File: config.mk
export PLATFORM = sky130hd
export DESIGN_NAME = modular_exponentiation_core
export DESIGN_NICKNAME = d
export VERILOG_FILES = /design/src/mexp_pkg.sv /design/src/mexp_mulmod.sv /design/src/modular_exponentiation_core.sv
export SDC_FILE = /design/constraint.sdc
export NUM_CORES = 1
export LEC_CHECK = 0
export BUFFER_PORTS_ARGS = -buffer_cell sky130_fd_sc_hd__buf_2
export CORE_ASPECT_RATIO = 1.1
export CORE_MARGIN = 3
export CORE_UTILIZATION = 40
export DETAILED_ROUTE_END_ITERATION = 12
export GPL_TIMING_DRIVEN = 0
export SLEW_MARGIN = 20
export SYNTH_ARGS = -nofsm -noshare
export SYNTH_HDL_FRONTEND = slang
export SYNTH_HIERARCHICAL = 1
export SYNTH_SLANG_ARGS = --single-unit
File: constraint.sdc
create_clock -name clock -period 5.2 [get_ports clock]
set_input_delay 0.26 -clock clock [delete_from_list [all_inputs] [get_ports clock]]
set_output_delay 0.26 -clock clock [all_outputs]
set_load 0.01 [all_outputs]
File: src/mexp_pkg.sv
// Package for the modular exponentiation core: payload types, unit handshake types and states.
package mexp_pkg;

   localparam int WORD_BITS     = 32;
   localparam int EXP_WIDTH     = 64;
   localparam int SCAN_BITS     = 32;
   localparam int SCAN_CNT_BITS = 5;

   localparam logic [SCAN_CNT_BITS-1:0] SCAN_LAST = SCAN_CNT_BITS'(SCAN_BITS - 1);

   typedef struct packed {
      logic [WORD_BITS-1:0] base;
      logic [EXP_WIDTH-1:0] exponent;
      logic [WORD_BITS-1:0] modulus;
   } mexp_req_type;

   typedef struct packed {
      logic [WORD_BITS-1:0] power_mod;
      logic                 zero_modulus;
   } mexp_rsp_type;

   typedef struct packed {
      logic                 start;
      logic [WORD_BITS-1:0] addend;
      logic [SCAN_BITS-1:0] multiplier;
   } mm_req_type;

   typedef struct packed {
      logic                 done;
      logic [WORD_BITS-1:0] result;
   } mm_rsp_type;

   typedef enum logic [2:0] {
      ST_IDLE,
      ST_REDUCE,
      ST_EVAL,
      ST_MULT,
      ST_SQUARE,
      ST_DONE
   } mexp_state_type;

endpackage

File: src/mexp_mulmod.sv
// Bit-serial modular multiplier: addend * multiplier mod modulus, one multiplier bit a cycle.
module mexp_mulmod #(
   parameter int MOD_BITS = 32
) (
   input  logic                 clock,
   input  logic                 reset,
   input  mexp_pkg::mm_req_type mm_req,
   input  logic [MOD_BITS-1:0]  modulus,
   output mexp_pkg::mm_rsp_type mm_rsp
);
   import mexp_pkg::*;

   localparam int W = MOD_BITS + 2;

   logic                     busy_ff, busy_in;
   logic                     done_ff, done_in;
   logic [SCAN_CNT_BITS-1:0] cnt_ff, cnt_in;
   logic [SCAN_BITS-1:0]     mult_ff, mult_in;
   logic [MOD_BITS-1:0]      addend_ff, addend_in;
   logic [MOD_BITS-1:0]      rem_ff, rem_in;

   logic [W-1:0]        sum;
   logic [W-1:0]        mod1;
   logic [W-1:0]        mod2;
   logic [W-1:0]        diff1;
   logic [W-1:0]        diff2;
   logic [MOD_BITS-1:0] step;

   // The remainder stays below the modulus and so does the addend, so the
   // doubled sum is below three times the modulus: at most two subtractions.
   always_comb begin
      sum   = W'({rem_ff, 1'b0}) + (mult_ff[SCAN_BITS-1] ? W'(addend_ff) : '0);
      mod1  = W'(modulus);
      mod2  = {mod1[W-2:0], 1'b0};
      diff1 = sum - mod1;
      diff2 = sum - mod2;
      if (sum >= mod2) begin
         step = diff2[MOD_BITS-1:0];
      end else if (sum >= mod1) begin
         step = diff1[MOD_BITS-1:0];
      end else begin
         step = sum[MOD_BITS-1:0];
      end
   end

   always_comb begin
      busy_in   = busy_ff;
      done_in   = 1'b0;
      cnt_in    = cnt_ff;
      mult_in   = mult_ff;
      addend_in = addend_ff;
      rem_in    = rem_ff;
      if (mm_req.start) begin
         busy_in   = 1'b1;
         cnt_in    = '0;
         mult_in   = mm_req.multiplier;
         addend_in = mm_req.addend[MOD_BITS-1:0];
         rem_in    = '0;
      end else if (busy_ff) begin
         cnt_in  = cnt_ff + 1'b1;
         mult_in = {mult_ff[SCAN_BITS-2:0], 1'b0};
         rem_in  = step;
         if (cnt_ff == SCAN_LAST) begin
            busy_in = 1'b0;
            done_in = 1'b1;
         end
      end
   end

   always_ff @(posedge clock) begin
      if (reset) begin
         busy_ff <= 1'b0;
         done_ff <= 1'b0;
         cnt_ff  <= '0;
      end else begin
         busy_ff <= busy_in;
         done_ff <= done_in;
         cnt_ff  <= cnt_in;
      end
   end

   always_ff @(posedge clock) begin
      mult_ff   <= mult_in;
      addend_ff <= addend_in;
      rem_ff    <= rem_in;
   end

   assign mm_rsp.done   = done_ff;
   assign mm_rsp.result = WORD_BITS'(rem_ff);

endmodule

File: src/modular_exponentiation_core.sv
// Top level of the modular exponentiation core: sequencer around a shared modular multiplier.
// Each item is a base reduction, then multiply and square passes of the serial multiplier,
// one multiply pass per set exponent bit; a zero modulus skips every pass.
// One item at a time: busy covers it all, and the next beat can be taken in the cycle after
// the result beat. Synchronous active-high reset returns the sequencer to idle with no
// result pending.
module modular_exponentiation_core #(
   parameter int EXP_BITS = 64,
   parameter int MOD_BITS = 32
) (
   input  logic                   clock,
   input  logic                   reset,
   input  logic                   start,
   output logic                   busy,
   input  mexp_pkg::mexp_req_type req_data,
   output logic                   rsp_valid,
   output mexp_pkg::mexp_rsp_type rsp_data
);
   import mexp_pkg::*;

   mexp_state_type      state_ff, state_in;
   logic [EXP_BITS-1:0] exp_ff, exp_in;
   logic [MOD_BITS-1:0] mod_ff, mod_in;
   logic [MOD_BITS-1:0] acc_ff, acc_in;
   logic [MOD_BITS-1:0] sq_ff, sq_in;
   logic                zero_ff, zero_in;

   logic                accept;
   logic [MOD_BITS-1:0] req_mod;
   logic [EXP_BITS-1:0] req_exp;
   logic [EXP_BITS-1:0] exp_rest;
   logic [MOD_BITS-1:0] one_mod;
   logic [MOD_BITS-1:0] unit_result;
   mm_req_type          mm_req;
   mm_rsp_type          mm_rsp;

   // A beat is taken when start is high while the core is idle. Only the low
   // EXP_BITS exponent bits and MOD_BITS modulus bits take part.
   assign accept      = start && !busy;
   assign req_mod     = req_data.modulus[MOD_BITS-1:0];
   assign req_exp     = req_data.exponent[EXP_BITS-1:0];
   assign exp_rest    = exp_ff >> 1;
   assign one_mod     = (req_mod == MOD_BITS'(1)) ? '0 : MOD_BITS'(1);
   assign unit_result = mm_rsp.result[MOD_BITS-1:0];

   // The exponent is scanned from its low end. Once the remaining bits are all
   // zero the accumulator cannot change, so the sequencer finishes early.
   always_comb begin
      state_in = state_ff;
      case (state_ff)
         ST_IDLE: begin
            if (accept) begin
               state_in = (req_mod == '0) ? ST_DONE : ST_REDUCE;
            end
         end
         ST_REDUCE: begin
            if (mm_rsp.done) begin
               state_in = ST_EVAL;
            end
         end
         ST_EVAL: begin
            if (exp_ff == '0) begin
               state_in = ST_DONE;
            end else if (exp_ff[0]) begin
               state_in = ST_MULT;
            end else begin
               state_in = ST_SQUARE;
            end
         end
         ST_MULT: begin
            if (mm_rsp.done) begin
               state_in = (exp_rest == '0) ? ST_DONE : ST_SQUARE;
            end
         end
         ST_SQUARE: begin
            if (mm_rsp.done) begin
               state_in = ST_EVAL;
            end
         end
         ST_DONE: begin
            state_in = ST_IDLE;
         end
         default: begin
            state_in = ST_IDLE;
         end
      endcase
   end

   // Commands to the shared multiplier. The addend operand must already be a
   // residue; the scanned operand may be any 32-bit value, which is how the
   // base itself is reduced: it is multiplied by one.
   always_comb begin
      mm_req.start      = 1'b0;
      mm_req.addend     = WORD_BITS'(sq_ff);
      mm_req.multiplier = SCAN_BITS'(sq_ff);
      case (state_ff)
         ST_IDLE: begin
            if (accept && (req_mod != '0)) begin
               mm_req.start      = 1'b1;
               mm_req.addend     = WORD_BITS'(one_mod);
               mm_req.multiplier = req_data.base;
            end
         end
         ST_EVAL: begin
            if (exp_ff != '0) begin
               mm_req.start = 1'b1;
               if (exp_ff[0]) begin
                  mm_req.addend = WORD_BITS'(acc_ff);
               end
            end
         end
         ST_MULT: begin
            if (mm_rsp.done && (exp_rest != '0)) begin
               mm_req.start = 1'b1;
            end
         end
         default: begin
            mm_req.start = 1'b0;
         end
      endcase
   end

   // Operand registers follow the multiplier results.
   always_comb begin
      exp_in  = exp_ff;
      mod_in  = mod_ff;
      acc_in  = acc_ff;
      sq_in   = sq_ff;
      zero_in = zero_ff;
      case (state_ff)
         ST_IDLE: begin
            if (accept) begin
               exp_in  = req_exp;
               mod_in  = req_mod;
               zero_in = (req_mod == '0);
               acc_in  = (req_mod == '0) ? '0 : one_mod;
            end
         end
         ST_REDUCE: begin
            if (mm_rsp.done) begin
               sq_in = unit_result;
            end
         end
         ST_MULT: begin
            if (mm_rsp.done) begin
               acc_in = unit_result;
            end
         end
         ST_SQUARE: begin
            if (mm_rsp.done) begin
               sq_in  = unit_result;
               exp_in = exp_rest;
            end
         end
         default: begin
            exp_in = exp_ff;
         end
      endcase
   end

   always_ff @(posedge clock) begin
      if (reset) begin
         state_ff <= ST_IDLE;
      end else begin
         state_ff <= state_in;
      end
   end

   always_ff @(posedge clock) begin
      exp_ff  <= exp_in;
      mod_ff  <= mod_in;
      acc_ff  <= acc_in;
      sq_ff   <= sq_in;
      zero_ff <= zero_in;
   end

   // The result beat is shown for the single cycle spent in the done state.
   always_comb begin
      busy                  = (state_ff != ST_IDLE);
      rsp_valid             = (state_ff == ST_DONE);
      rsp_data.power_mod    = WORD_BITS'(acc_ff);
      rsp_data.zero_modulus = zero_ff;
   end

   mexp_mulmod #(
      .MOD_BITS(MOD_BITS)
   ) u_mulmod (
      .clock  (clock),
      .reset  (reset),
      .mm_req (mm_req),
      .modulus(mod_ff),
      .mm_rsp (mm_rsp)
   );

endmodule

==> results.yml <==
critical_path:
  crit_fanout: 5
  cpMaxStageDelayCell: "or3_4"
  worstPathArrival_ps: 5800
  end_kind: "flop"
  critical_path_required_ps: 5630
  critPathTopFamily: "compound AO/OA/AOI/OAI gates"
  cp-start-kind: "flop"
  slowest_delay_ps: 460
  cp_common_cell: "buf_6"
  crit_type: "flop to flop"
  worst-path-buf-inv: 7
global_route:
  grtUsageTotal: 0.2301
  grt_most_used_layer: "met2"
  grt_pass1_vias: 14400
  grt.met3_usage: 0.02608
  gr-total-overflow: 0
  grt_max_degree: 59
  antenna_found_initial: 0
  grt_pass1_wl_mm: 82.23
  grt.met1_usage: 0.3126
  grt_use_met2: 0.3939
yosys:
  syn_inst: 1572
  synth_edf_count: 225
  yosysTopAreaCell: "edfxtp_1"
  avgSynthCellArea_um2: 10.84
  synth-main-ff-cell: "edfxtp_1"
  ys_top_cells_by_count: "edfxtp_1, a21oi_1, mux2_2"
  ys_warn_count: 6
  synth_top_cell_area_share: 0.3966
  ys_ff_latch: 267
  synth_area_leaders: "edfxtp_1, ha_1, mux2_2"
  ys_seq_area_frac: 0.4459
  netlist_area_um2: 17040
  postSynth.asyncResetShare: 0
  synth_cell_types: 83
  syn-num-nets: 1803
  yosysMostFrequentCell: "edfxtp_1"
routing:
  vias: 14210
  ant_nets: 0
  drt_iter0_drc: 893
  wl_mm: 53.75
  wl_per_cell_um: 20.96
  first_pass_iters: 5
  route.detailed.drc: 0
  viasPerCell: 5.538
clock_network:
  cts_buffers: 31
  cts_sinks: 267
  cts_tree: "done"
  clk_latency_ps: 580
  htreeDepth: 1
  cts-root-buf: "clkbuf_16"
  clockBufferDepth: 3
  cts.clk_slew.worst_paths_ps: 60
floorplan:
  start_util: 0.4088
  die_w_um: 202.8
  dieArea_um2: 45110
  io_pins: 166
  rows: 78
  die_y_um: 222.5
  core_um2: 41670
power_and_ir_drop:
  p_leak_nw: 9.236
  p_per_area_nw_per_um2: 521.4
  vdd_ir_drop_max_mv: 0.2909
timing:
  fin_skew_ps: 26.36
  worst-slew-pin-transition_ps: 959.6
  slew_headroom: 0.3579
  rsz0062_at_grt: "true"
  setup_tns_ps: -2270
  timing.hold.ws_ps: 34.52
  worst_slack_ps: -176.8
  setup_violations: 30
  maxClockFrequency_mhz: 186.0
  finalCriticalPeriod_ps: 5377
  slew_viol_final: 0
  hold_viol_final: 0
  post-route-period-util: 1.034
run_status:
  failed_checks: "negative setup slack"
  status: "complete, but fails checks"
finish:
  synthToLayoutAreaGrowth_pct: 35.15
  drive_above_1_share: 0.3521
  nFillCells: 3568
  diodes: 0
  nets: 2211
place:
  hpwl_mm: 38.99
  portBuffers: 165
  finalWeightedCongestion: 0.9236
run:
  drv_cap: 0
worst_hold_path:
  hold_class: "primary input to flop"
==> layer usage <==
| metal | vias up | part of all wire |
|---|---|---|
| li1 | 6830 | - |
| met1 | 6893 | 0.44 |
| met2 | 408 | 0.48 |
| met3 | 74 | 0.046 |
| met4 | 0 | 0.025 |
| met5 | - | 0 |
==> worst register-to-register path: stages (launching register included) <==
cell	delay, ps
edfxtp_1	430
buf_6	160
buf_6	110
and2_4	130
ha_4	150
inv_2	50
fa_2	210
nor2b_2	50
o31a_1	280
o22ai_4	260
o21ba_4	200
o21bai_4	60
a21oi_2	170
xnor2_2	170
buf_4	180
ha_4	200
and3_4	160
nor4b_4	140
buf_4	140
a22oi_2	200
a31oi_2	160
o32a_1	430
or3_4	460
buf_12	170
buf_6	120
nor2_4	200
o211a_1	210
nor4_2	40
==> cell families (layout without fill, tap and decap cells) <==
family                     Yosys count  in the layout  share of synthesized area
adders and majority gates          100            100                    0.07476
xor gates and xnor gates            72             72                    0.03701
DFF                                267            267                     0.4459
muxes                              146            146                     0.1012
and+or+nand+nor                    442            442                     0.1409
AOI/OAI and AO/OA                  399            399                     0.1608
buffers and inverters              146            579                    0.03944
==> power by group <==
| group | switching, W | leakage (nW) | internal [W] |
|---|---|---|---|
| clock network | 0.000910 | 0.496 | 0.00132 |
| registers | 0.000233 | 2.51 | 0.00260 |
| logic | 0.00377 | 6.23 | 0.00317 |
| total | 0.00491 | 9.24 | 0.00709 |
==> sequential cells by signal, indices dropped and copies added, names as in the netlist <==
register            flops
sq_ff                  32
u_mulmod/mult_ff       32
u_mulmod/cnt_ff         5
mod_ff                 32
u_mulmod/rem_ff        32
zero_ff                 1
u_mulmod/done_ff        1
u_mulmod/busy_ff        1
exp_ff                 64
state_ff                3
acc_ff                 32
u_mulmod/addend_ff     32
==> path summary, 6_finish.rpt <==
kind                                          from                          endpoint  slack (ps)  cells past startpoint
hold reg to reg   u_mulmod/rem_ff[29]$_SDFFE_PP0P_               sq_ff[29]$_DFFE_PP_         510                      0
setup / recovery    u_mulmod/mult_ff[31]$_DFFE_PP_  u_mulmod/rem_ff[25]$_SDFFE_PP0P_        -180                     27
setup reg to reg    u_mulmod/mult_ff[31]$_DFFE_PP_  u_mulmod/rem_ff[25]$_SDFFE_PP0P_        -180                     27
hold / removal                               start          state_ff[2]$_SDFFE_PP0P_          30                      3
==> layout by cell type (no fill, tap or decap), types with 34 or more instances in the layout <==
cell type	Yosys	layout
clkbuf_1	38	35
dfxtp_1	42	42
dlygate4sd3_1	0	97
nand3_1	39	34
edfxtp_1	225	225
inv_1	76	73
buf_2	15	173
nand2_1	63	53
ha_1	97	59
buf_4	9	107
o21ai_0	55	44
a21oi_1	109	89
xnor2_1	51	38
and2_1	68	66
nor2_1	75	68
and3_1	45	41
mux2_2	98	98
a31o_2	34	34
==> metrics by stage <==
step                setup slack, ps  total power [W]  std cells  cell area, µm²    util
floorplan                     210.3         0.006520       1572           17040       -
global placement              -1705         0.007864       2297           18560  0.4455
detailed placement            -1740         0.007934       2303           18700  0.4488
CTS                          -99.79          0.01142       2540           22430  0.5383
global route                 -373.2          0.01270       2565           23030  0.5526
finish                       -176.8          0.01201       2565           23030  0.5526
==> repair_timing <==
| item | in CTS | in global routing |
|---|---|---|
| resized for setup | 207 | 68 |
| setup buffers | 83 | 24 |
| endpoints found under the hold margin | 105 | 0 |
| hold buffers | 97 | 0 |
| endpoints found under the setup margin | 32 | 32 |
| gates cloned | 3 | 1 |
| pin swaps | 52 | 62 |
==> area by class of cell <==
| class | instances | area, µm² | area share |
|---|---|---|---|
| Clock buffer | 41 | 833.3 | 0.03619 |
| Sequential cell | 267 | 7597 | 0.3299 |
| Tap cell | 560 | 700.7 | 0.03043 |
| Multi-Input combinational cell | 1159 | 10050 | 0.4364 |
| Clock inverter | 17 | 200.2 | 0.008694 |
| Timing Repair Buffer | 379 | 2850 | 0.1238 |
| Buffer | 66 | 511.7 | 0.02222 |
| Inverter | 76 | 285.3 | 0.01239 |
Note: power is estimated with default switching activity, not from simulation.
